--- src/tdma_srt_pkg.sv ---
// Shared types and constants for the TDMA slot reservation table.
package tdma_srt_pkg;

   localparam int SLOT_COUNT = 49;
   localparam int SLOT_IDX_W = (SLOT_COUNT > 1) ? $clog2(SLOT_COUNT) : 1;
   localparam int SLOT_CNT_W = $clog2(SLOT_COUNT + 1);

   localparam logic [1:0] TYPE_REQUEST = 2'd0;
   localparam logic [1:0] TYPE_ACK     = 2'd1;
   localparam logic [1:0] TYPE_RELEASE = 2'd2;
   localparam logic [1:0] TYPE_EXPIRE  = 2'd3;

   localparam logic [1:0] CMD_MAINTAIN = 2'd0;
   localparam logic [1:0] CMD_ALLOCATE = 2'd1;
   localparam logic [1:0] CMD_RELEASE  = 2'd2;

   localparam logic [1:0] ACK_NOP     = 2'd0;
   localparam logic [1:0] ACK_APPROVE = 2'd1;
   localparam logic [1:0] ACK_DENIAL  = 2'd2;

   localparam logic [1:0] MODE_INVALID = 2'd0;
   localparam logic [1:0] MODE_RECV    = 2'd1;
   localparam logic [1:0] MODE_SEND    = 2'd2;

   localparam logic [2:0] KIND_VACANT      = 3'd0;
   localparam logic [2:0] KIND_PREORDAINED = 3'd1;

   typedef struct packed {
      logic [5:0] owner;
      logic [1:0] mode;
      logic [2:0] kind;
   } slot_entry_type;

   typedef enum logic [1:0] {
      ST_IDLE,
      ST_EVAL,
      ST_SCAN,
      ST_DONE
   } state_type;

endpackage

--- src/tdma_slot_reservation_table_core.sv ---
// TDMA slot reservation table: slot memory, sequencer and reply logic.
//
//   channel | ports                                        | direction
//   --------+----------------------------------------------+----------
//   req     | req_valid/req_ready, req_type .. req_ack_code | in
//   rsp     | rsp_valid/rsp_ready, rsp_reply_* , rsp_changed| out
//
// Request, ack and expire beats are accepted, evaluated and handed to the
// output register; evaluation is skipped when the slot is out of range. A
// release-neighbor beat walks the slot memory through its single read port,
// one slot a cycle. A new beat is accepted only in idle; a finished result
// waits in the output register while the next beat is taken. Synchronous
// reset clears the valid bit of every slot, so all entries read as vacant
// right away.
module tdma_slot_reservation_table_core (
   input  logic       clock,
   input  logic       reset,
   input  logic       req_valid,
   output logic       req_ready,
   input  logic [1:0] req_type,
   input  logic [5:0] req_slot,
   input  logic [5:0] req_peer_id,
   input  logic [1:0] req_command,
   input  logic [1:0] req_link_mode,
   input  logic [2:0] req_link_kind,
   input  logic [1:0] req_ack_code,
   output logic       rsp_valid,
   input  logic       rsp_ready,
   output logic [1:0] rsp_reply_ack,
   output logic [5:0] rsp_reply_owner,
   output logic [1:0] rsp_reply_mode,
   output logic [2:0] rsp_reply_kind,
   output logic       rsp_changed
);

   localparam int IW = tdma_srt_pkg::SLOT_IDX_W;
   localparam int CW = tdma_srt_pkg::SLOT_CNT_W;

   tdma_srt_pkg::slot_entry_type mem [tdma_srt_pkg::SLOT_COUNT];
   tdma_srt_pkg::slot_entry_type rd_data_ff;

   tdma_srt_pkg::state_type state_ff, state_in;

   logic [tdma_srt_pkg::SLOT_COUNT-1:0] valid_ff, valid_in;
   logic [IW-1:0] addr_ff, addr_in;
   logic [CW-1:0] cnt_ff, cnt_in;
   logic          pend_ff, pend_in;

   logic [1:0] type_ff, cmd_ff, mode_ff, ack_ff;
   logic [5:0] peer_ff;
   logic [2:0] kind_ff;

   logic [1:0] res_ack_ff, res_ack_in;
   logic [5:0] res_owner_ff, res_owner_in;
   logic [1:0] res_mode_ff, res_mode_in;
   logic [2:0] res_kind_ff, res_kind_in;
   logic       res_chg_ff, res_chg_in;

   logic       rsp_valid_ff, rsp_valid_in;
   logic [1:0] out_ack_ff;
   logic [5:0] out_owner_ff;
   logic [1:0] out_mode_ff;
   logic [2:0] out_kind_ff;
   logic       out_chg_ff;

   logic                         accept;
   logic                         slot_ok;
   logic                         out_load;
   logic                         rd_en;
   logic [IW-1:0]                rd_addr;
   logic                         mem_we;
   tdma_srt_pkg::slot_entry_type mem_wdata;
   tdma_srt_pkg::slot_entry_type cur;
   logic                         owner_hit;
   logic                         scan_end;

   assign accept   = req_valid && req_ready;
   assign slot_ok  = {1'b0, req_slot} < 7'(tdma_srt_pkg::SLOT_COUNT);
   assign out_load = (state_ff == tdma_srt_pkg::ST_DONE) && (!rsp_valid_ff || rsp_ready);
   assign scan_end = (cnt_ff == CW'(tdma_srt_pkg::SLOT_COUNT)) && !pend_ff;

   // entry under evaluation; a slot never written since reset reads as zero
   assign cur       = valid_ff[addr_ff] ? rd_data_ff : '0;
   // the one owner compare, shared by single-slot items and the sweep
   assign owner_hit = (cur.owner == peer_ff);

   // next state
   always_comb begin
      state_in = state_ff;
      unique case (state_ff)
         tdma_srt_pkg::ST_IDLE: begin
            if (req_valid) begin
               if (req_type == tdma_srt_pkg::TYPE_RELEASE) begin
                  state_in = tdma_srt_pkg::ST_SCAN;
               end else if (slot_ok) begin
                  state_in = tdma_srt_pkg::ST_EVAL;
               end else begin
                  state_in = tdma_srt_pkg::ST_DONE;
               end
            end
         end
         tdma_srt_pkg::ST_EVAL: state_in = tdma_srt_pkg::ST_DONE;
         tdma_srt_pkg::ST_SCAN: begin
            if (scan_end) begin
               state_in = tdma_srt_pkg::ST_DONE;
            end
         end
         tdma_srt_pkg::ST_DONE: begin
            if (out_load) begin
               state_in = tdma_srt_pkg::ST_IDLE;
            end
         end
         default: state_in = tdma_srt_pkg::ST_IDLE;
      endcase
   end

   // datapath control and result
   always_comb begin
      req_ready    = 1'b0;
      rd_en        = 1'b0;
      rd_addr      = req_slot[IW-1:0];
      addr_in      = addr_ff;
      cnt_in       = cnt_ff;
      pend_in      = 1'b0;
      mem_we       = 1'b0;
      mem_wdata    = '0;
      valid_in     = valid_ff;
      res_ack_in   = res_ack_ff;
      res_owner_in = res_owner_ff;
      res_mode_in  = res_mode_ff;
      res_kind_in  = res_kind_ff;
      res_chg_in   = res_chg_ff;

      unique case (state_ff)
         tdma_srt_pkg::ST_IDLE: begin
            req_ready = 1'b1;
            if (req_valid) begin
               rd_en        = slot_ok && (req_type != tdma_srt_pkg::TYPE_RELEASE);
               addr_in      = req_slot[IW-1:0];
               cnt_in       = '0;
               res_ack_in   = tdma_srt_pkg::ACK_NOP;
               res_owner_in = '0;
               res_mode_in  = tdma_srt_pkg::MODE_INVALID;
               res_kind_in  = tdma_srt_pkg::KIND_VACANT;
               res_chg_in   = 1'b0;
            end
         end

         tdma_srt_pkg::ST_EVAL: begin
            unique case (type_ff)
               tdma_srt_pkg::TYPE_REQUEST: begin
                  res_owner_in = cur.owner;
                  res_mode_in  = cur.mode;
                  res_kind_in  = cur.kind;
                  if (cmd_ff == tdma_srt_pkg::CMD_ALLOCATE) begin
                     if (cur.kind == tdma_srt_pkg::KIND_VACANT) begin
                        mem_we          = 1'b1;
                        mem_wdata.owner = peer_ff;
                        mem_wdata.mode  = (mode_ff == tdma_srt_pkg::MODE_SEND) ?
                                          tdma_srt_pkg::MODE_RECV : tdma_srt_pkg::MODE_SEND;
                        mem_wdata.kind  = kind_ff;
                        res_ack_in      = tdma_srt_pkg::ACK_APPROVE;
                        res_owner_in    = mem_wdata.owner;
                        res_mode_in     = mem_wdata.mode;
                        res_kind_in     = mem_wdata.kind;
                        res_chg_in      = 1'b1;
                     end else begin
                        res_ack_in = tdma_srt_pkg::ACK_DENIAL;
                     end
                  end else if (cmd_ff == tdma_srt_pkg::CMD_RELEASE) begin
                     if (owner_hit) begin
                        valid_in[addr_ff] = 1'b0;
                        res_ack_in        = tdma_srt_pkg::ACK_APPROVE;
                        res_mode_in       = tdma_srt_pkg::MODE_INVALID;
                        res_kind_in       = tdma_srt_pkg::KIND_VACANT;
                        res_chg_in        = 1'b1;
                     end else begin
                        res_ack_in = tdma_srt_pkg::ACK_DENIAL;
                     end
                  end
               end
               tdma_srt_pkg::TYPE_ACK: begin
                  if (cmd_ff == tdma_srt_pkg::CMD_ALLOCATE) begin
                     if (cur.kind == tdma_srt_pkg::KIND_PREORDAINED) begin
                        if (ack_ff == tdma_srt_pkg::ACK_APPROVE) begin
                           mem_we          = 1'b1;
                           mem_wdata.owner = peer_ff;
                           mem_wdata.mode  = mode_ff;
                           mem_wdata.kind  = kind_ff;
                           res_chg_in      = 1'b1;
                        end else if (ack_ff == tdma_srt_pkg::ACK_DENIAL) begin
                           valid_in[addr_ff] = 1'b0;
                           res_chg_in        = 1'b1;
                        end
                     end
                  end else if (cmd_ff == tdma_srt_pkg::CMD_RELEASE) begin
                     if (ack_ff == tdma_srt_pkg::ACK_APPROVE && owner_hit) begin
                        valid_in[addr_ff] = 1'b0;
                        res_chg_in        = 1'b1;
                     end
                  end
               end
               tdma_srt_pkg::TYPE_EXPIRE: begin
                  if (cmd_ff != tdma_srt_pkg::CMD_MAINTAIN &&
                      cur.kind == tdma_srt_pkg::KIND_PREORDAINED) begin
                     valid_in[addr_ff] = 1'b0;
                     res_chg_in        = 1'b1;
                  end
               end
               default: ;
            endcase
         end

         tdma_srt_pkg::ST_SCAN: begin
            // read slot cnt this cycle, compare the slot read last cycle
            rd_addr = cnt_ff[IW-1:0];
            if (cnt_ff != CW'(tdma_srt_pkg::SLOT_COUNT)) begin
               rd_en   = 1'b1;
               pend_in = 1'b1;
               addr_in = cnt_ff[IW-1:0];
               cnt_in  = cnt_ff + CW'(1);
            end
            if (pend_ff && owner_hit) begin
               valid_in[addr_ff] = 1'b0;
               res_chg_in        = 1'b1;
            end
         end

         tdma_srt_pkg::ST_DONE: ;
         default: ;
      endcase

      // a written entry becomes valid
      if (mem_we) begin
         valid_in[addr_ff] = 1'b1;
      end
   end

   assign rsp_valid_in = out_load ? 1'b1 : (rsp_ready ? 1'b0 : rsp_valid_ff);

   always_ff @(posedge clock) begin
      if (reset) begin
         state_ff     <= tdma_srt_pkg::ST_IDLE;
         valid_ff     <= '0;
         pend_ff      <= 1'b0;
         rsp_valid_ff <= 1'b0;
      end else begin
         state_ff     <= state_in;
         valid_ff     <= valid_in;
         pend_ff      <= pend_in;
         rsp_valid_ff <= rsp_valid_in;
      end
   end

   always_ff @(posedge clock) begin
      addr_ff      <= addr_in;
      cnt_ff       <= cnt_in;
      res_ack_ff   <= res_ack_in;
      res_owner_ff <= res_owner_in;
      res_mode_ff  <= res_mode_in;
      res_kind_ff  <= res_kind_in;
      res_chg_ff   <= res_chg_in;
      if (accept) begin
         type_ff <= req_type;
         peer_ff <= req_peer_id;
         cmd_ff  <= req_command;
         mode_ff <= req_link_mode;
         kind_ff <= req_link_kind;
         ack_ff  <= req_ack_code;
      end
      if (out_load) begin
         out_ack_ff   <= res_ack_ff;
         out_owner_ff <= res_owner_ff;
         out_mode_ff  <= res_mode_ff;
         out_kind_ff  <= res_kind_ff;
         out_chg_ff   <= res_chg_ff;
      end
   end

   // slot memory: one write, one registered read
   always_ff @(posedge clock) begin
      if (mem_we) begin
         mem[addr_ff] <= mem_wdata;
      end
      if (rd_en) begin
         rd_data_ff <= mem[rd_addr];
      end
   end

   assign rsp_valid       = rsp_valid_ff;
   assign rsp_reply_ack   = out_ack_ff;
   assign rsp_reply_owner = out_owner_ff;
   assign rsp_reply_mode  = out_mode_ff;
   assign rsp_reply_kind  = out_kind_ff;
   assign rsp_changed     = out_chg_ff;

endmodule
--- config.mk ---
export PLATFORM = sky130hd
export DESIGN_NAME = tdma_slot_reservation_table_core
export DESIGN_NICKNAME = d
export VERILOG_FILES = /design/src/tdma_srt_pkg.sv /design/src/tdma_slot_reservation_table_core.sv
export SDC_FILE = /design/constraint.sdc
export NUM_CORES = 1
export LEC_CHECK = 0
export BUFFER_PORTS_ARGS = -buffer_cell sky130_fd_sc_hd__buf_4
export CORE_ASPECT_RATIO = 0.9
export CORE_MARGIN = 5
export CORE_UTILIZATION = 35
export CTS_BUF_LIST = sky130_fd_sc_hd__clkbuf_8
export DETAILED_ROUTE_END_ITERATION = 8
export MAX_ROUTING_LAYER = met4
export PLACE_DENSITY = 0.53
export REMOVE_ABC_BUFFERS = 1
export SLEW_MARGIN = 10
export SYNTH_ARGS = -nofsm -noshare
export SYNTH_HDL_FRONTEND = slang
export SYNTH_SLANG_ARGS = --single-unit
--- constraint.sdc ---
create_clock -name clock -period 3.4 [get_ports clock]
set_input_delay 0.51 -clock clock [delete_from_list [all_inputs] [get_ports clock]]
set_output_delay 0.51 -clock clock [all_outputs]
set_load 0.005 [all_outputs]
# == Word level (Yosys, flattened, before mapping) ==
# Memory sizes are Yosys's and may differ from the RTL's. A register that Yosys moved wholly into a read port is not among the register bits.
# Cells that the tools add are included.
# totals
wordCells,182
memories,1
mem_bits_rw,539
output_inout_bits,16
register_bits,110
inputBits,27
# mem_list
memory,depth,word_bits,read_ports,rd_clocked_by_memory_dff,write_ports,line_no,text
mem,49,11,1,1,1,tdma_slot_reservation_table_core.sv:39,tdma_srt_pkg::slot_entry_type mem [tdma_srt_pkg::SLOT_COUNT];
# op_classes
n_bitwise,4
muxes,94
magnitude_cmp,3
n_eq_ne,32
addsub,1
reduce_logical,25
# ops
operator,count
49-bit two-way mux,12
49-bit case mux with 3 select lines,1
49-bit case mux with 2 select lines,1
11-bit two-way mux,7
49-bit bitwise AND,1
49-bit inverter,1
49-bit OR,1
6-bit two-way mux,8
6-bit case mux with 2 select lines,3
2-bit two-way mux,17
1-bit two-way mux,28
4-bit != test (second input constant),6
11-bit case mux with 2 select lines,1
3-bit two-way mux,6
2-bit == test (second input constant),7
2-bit != test (second input constant),6
12-bit AND reduction,1
3-bit AND reduction,3
2-bit by 1-bit == test with 1-bit output (second input constant),4
1-bit logical AND,8
2-bit case mux with 2 select lines,2
2-bit case mux with 4 select lines,1
2-bit nonzero test,4
6-bit by 7-bit less-than comparator with 1-bit output (second input constant),1
24 further kinds,29

# == Longest topological paths before layout ==
# depth
depth_word,14
mapped_depth,14
depth_no_buf,11

# == Worst setup path before layout ==
# Ideal clock, no wire load.
# synth_timing
kind,register to register
from,register addr_ff[2]
to,memory mem[0][7] (netlist name) (data pin)
setup_ns,0.468
t_required_ns,2.932
stages_incl_launch_ff,13
path_buffers,3
synth_period_minus_slack_ns,3.763
t_arrival_ns,3.296
setup_slack_ns,-0.363
cell_sequence,edfxtp_1 -> buf_2 -> and2_1 -> clkbuf_1 -> a22oi_1 -> and3_1 -> a211o_1 -> or2_1 -> buf_2 -> nand2_1 -> nor3_1 -> inv_1 -> a21oi_1
# synth_rtl
element,line_no,text
"start, declared",tdma_slot_reservation_table_core.sv:45,"logic [IW-1:0] addr_ff, addr_in;"
"start signal, assigned",tdma_slot_reservation_table_core.sv:256,addr_ff <= addr_in;
"end, declared",tdma_slot_reservation_table_core.sv:39,

# == Worst setup path in the final report ==
# layout_timing
from,register state_ff[0]
to,register rd_data_ff[8] (netlist name)
# layout_via
elab_chain_cells,2
word_cells_on_any_way,4
classes_between,eq/ne: 1; mux: 2; reduce/logical: 1
# layout_rtl
element,line_no,text
"start, declared",tdma_slot_reservation_table_core.sv:42,"tdma_srt_pkg::state_type state_ff, state_in;"
"start signal, assigned",tdma_slot_reservation_table_core.sv:243,state_ff <= tdma_srt_pkg::ST_IDLE;
"start signal, assigned",tdma_slot_reservation_table_core.sv:248,state_ff <= state_in;
2-bit == test or 2-bit zero test (tied branches),tdma_slot_reservation_table_core.sv:134,unique case (state_ff)
1-bit case mux with 2 select lines or 6-bit two-way mux (tied branches),tdma_slot_reservation_table_core.sv:134,
# Parallel ways exist; a longest one is shown, timed or not.
# A chain may end at the register's enable or synchronous reset.

==> summary.md <==
| Metric | Value |
|---|---|
| Crit path DAT | roughly 3800 ps |
| Gr busiest metal | met2 |
| Clk Latency, worst-skew pair | around 730 ps |
| GR Overflow Total | 0 |
| Period minus WS final | 3290 ps |
| Ys Warns | 0 |
| Routability cong. | between 0.8 and 0.9 |
| Met2 Use GR | 0.291 |
| DR WL/cell | ~22 um |
| Number of synthesized flops with an enable pin | 607 |
| Pwr dens | 707 nW/um^2 |
| Netlist Area Pre-Place | 27,500 um^2 |
| First-pass GRT wire length | about 120 mm |
| Top_reg_cell synth | edfxtp_1 |
| Max transition margin | 0.104 |
| H-tree depth | 3 |
| Commonest non-fill, non-tap cell in the layout | edfxtp_1 |
| Status | completed |
| Met1 usage | 0.278 |
| Total Nets Final | around 2.6k |
| Gr usage total | 0.194 |
| Num Clock Sinks | 660 |
| Final Setup Violations | 0 |
| Setup Crit Path Kind | reg2reg |
| Initial DRC count | ~2k |
| Synth Area per Inst | between 10 and 15 um^2 |
| Core Rows | 97 |
| Initial Utilization | 0.354 |
| Worst-Margin Slew | 1340 ps |
| Leak | ~0.012 uW |
| Commonest cells after routing, fill and taps aside | 607 x edfxtp_1, 556 x nand2_1, 285 x nand3_1 |
| Post-route DRC | 0 |
| Fmax | 304 MHz |
| Crit start category | flop |
| # fillers | just over 7k |
| Hold Fails Final Rpt | 0 |
| Yosys reg bits | 660 |
| GR met3 Demand/Resource | 0.0328 |
| Port buffer count | 42 |
| Die footprint | roughly 84,000 um^2 |
| Pre-Repair DR Iteration Count | 5 |
| Worst Hold Class | in2reg |
| Placed cell area | between 30,000 and 40,000 um^2 |
| Die Ht | roughly 280 um |
| Max FO, Critical Path | 20 |
| Count of different cell masters after synthesis | 59 |
| Worst endpoint required time | roughly 3900 ps |
| Most frequent CP cell | buf_4 |
| Vias in the first global route | 19.1k |
| Share of cells above drive strength 1 | 0.201 |
| Fraction of registers with async set/reset | 0 |
| Total negative setup slack | 0 ps |
| Synthesis-to-layout area growth | 22.5% |
| I/O pin count | between 40 and 50 |
| Max rail drop VDD | approximately 0.35 mV |
| Clock-pin slew on the worst setup and hold paths | about 60 ps |
| Final worst slack | around 110 ps |
| Top delay family on crit path | buffers and inverters |
| Vias post-DR | 19.4k |
| Final Max Tran Viols | 0 |
| Post-DP HPWL | about 53 mm |
| CP bufs+invs | 7 |
| Crit end category | flop |
| Final Skew | 40.0 ps |
| Final ANT Viol Nets | 0 |
| Syn Inst Count | between 2k and 2.5k |
| Overall power | about 24,000 uW |
| Crit-path max cell delay | about 330 ps |
| Die width | roughly 310 um |
| Maxcap violations | 0 |
| Clock tree buffer depth | 3 |
| CTS tree | done |
| Final worst path period share | 0.969 |
| Initial antenna violation count | 1 |
| Vias per std cell | 5.32 |
| RSZ-0062 raised after global routing | false |
| Slowest CP cell | dfxtp_1 |
| N_diodes | 0 |
| CP cell instances | inv_1 > ha_2 > mux2i_4 > buf_12 > inv_8 > buf_4 > nand2_1 > and3_1 > a311oi_1 > a311oi_1 > buf_4 > a311oi_1 > buf_4 > a21oi_1 > buf_4 > a21oi_2 |
| Sequential fraction of the synthesis area | 0.700 |
| Largest net degree at the start of global routing | 50 |
| Place WS | -446 ps |
| TritonCTS buffer count | about 110 |
| Routed wire length | around 82 mm |
| Core Region | around 78,000 um^2 |
| Final instance area | about 34,000 um^2 |
| Root Driver | clkbuf_8 |
report_power, final:
group          internal (uW)  total [uW]  switching [uW]
logic                   2820        7630            4800
clock network           3430        6650            3220
registers               9270        9580             305
routing by layer:
layer / wire length (um) / vias to the layer above
li1: - / 8922
met1: 37800 / 9731
met2: 37000 / 660
met3: 5270 / 124
met4: 1680 / 0
met5: 0 / -
synth_stat cells, types with 2 or more instances:
cell | n | share of area
o211ai_1 | 46 | 0.013
a21oi_1 | 40 | 0.0073
a211o_1 | 3 | 0.00095
a31oi_1 | 12 | 0.0027
xnor2_1 | 5 | 0.0016
and3_1 | 39 | 0.0089
edfxtp_1 | 607 | 0.66
or4_1 | 3 | 0.00082
or3_1 | 10 | 0.0023
buf_2 | 10 | 0.0018
and2_1 | 13 | 0.0030
nor2b_1 | 14 | 0.0032
o21a_1 | 4 | 0.0011
mux2i_1 | 30 | 0.011
or3b_2 | 2 | 0.00064
nand3_1 | 285 | 0.052
buf_6 | 3 | 0.0012
ha_1 | 10 | 0.0045
o21ai_0 | 10 | 0.0018
nand3b_1 | 7 | 0.0019
nor2_1 | 73 | 0.0099
xor2_1 | 2 | 0.00064
a21boi_0 | 8 | 0.0022
o221ai_2 | 10 | 0.0054
clkinv_1 | 2 | 0.00027
a311oi_1 | 88 | 0.028
buf_1 | 21 | 0.0029
inv_1 | 58 | 0.0079
nor3b_1 | 2 | 0.00054
nor3_1 | 9 | 0.0016
nand2_1 | 559 | 0.076
clkbuf_1 | 133 | 0.018
nand4_1 | 3 | 0.00068
a211oi_1 | 12 | 0.0033
nand2b_1 | 7 | 0.0016
a22oi_1 | 13 | 0.0035
dfxtp_1 | 53 | 0.039
o221ai_1 | 35 | 0.011
stage by stage:
stage	instances	utilization	hold WS (ps)
2_1_floorplan	2095	-	400
3_3_place_gp	3430	0.400	405
3_5_place_dp	3430	0.400	405
4_1_cts	3649	0.429	10.7
5_1_grt	3656	0.433	31.1
6_report	3656	0.433	94.8
registers in the layout (all words and copies together) (netlist names), 2 cells and up:
signal,cells
ack_ff,2
addr_ff,6
cmd_ff,2
cnt_ff,6
kind_ff,3
mem,539
mode_ff,2
peer_ff,6
rd_data_ff,11
res_ack_ff,2
res_kind_ff,3
res_mode_ff,2
res_owner_ff,6
rsp_reply_ack,2
rsp_reply_kind,3
rsp_reply_mode,2
rsp_reply_owner,6
state_ff,2
type_ff,2
valid_ff,49
kinds of logic after synthesis:
| family | share of synthesized area |
|---|---|
| and+or+nand+nor | 0.164 |
| DFF | 0.700 |
| AOI/OAI and AO/OA | 0.0852 |
| buffers and inverters | 0.0323 |
| muxes | 0.0113 |
| adders and majority gates | 0.00454 |
| xor gates and xnor gates | 0.00223 |
what timing repair did:
| item | in CTS | in global routing |
|---|---|---|
| setup endpoints to repair | 809 | 560 |
| cloned | 0 | 1 |
| hold buffers | 16 | 0 |
| pin swaps | 3 | 2 |
| hold endpoints to repair | 16 | 0 |
| buffers inserted | 3 | 6 |
| gates resized for setup | 6 | 65 |
worst register-to-register path: cells and delay by family, from the launching register on:
family,cells,cell delay [ps]
buffers and inverters,7,1090
AOI/OAI and AO/OA,5,1050
DFF,1,330
and+or+nand+nor,2,240
adders and majority gates,1,210
muxes,1,200
area by class of cell:
class,count,area [um^2],area share
repair buffers,322,3220,0.0954
well taps,1039,1300,0.0385
multi-input cells,1374,7630,0.226
clock buffers,111,1530,0.0453
flip-flops and latches,660,19300,0.572
inverters,61,241,0.00716
clock inverters,89,536,0.0159
worst paths after layout:
kind / startpoint / to / slack [ps] / depth (start not counted)
max: state_ff[0]$_SDFFE_PP0P_ / rd_data_ff[8]$_DFFE_PP_ / 110 / 16
min: req_peer_id[2] / peer_ff[2]$_DFFE_PP_ / 90 / 1
max reg2reg: state_ff[0]$_SDFFE_PP0P_ / rd_data_ff[8]$_DFFE_PP_ / 110 / 16
min reg2reg: res_owner_ff[0]$_SDFFCE_PN0P_ / rsp_reply_owner[0]$_DFFE_PP_ / 420 / 0
(Power assumes the default switching activity.)
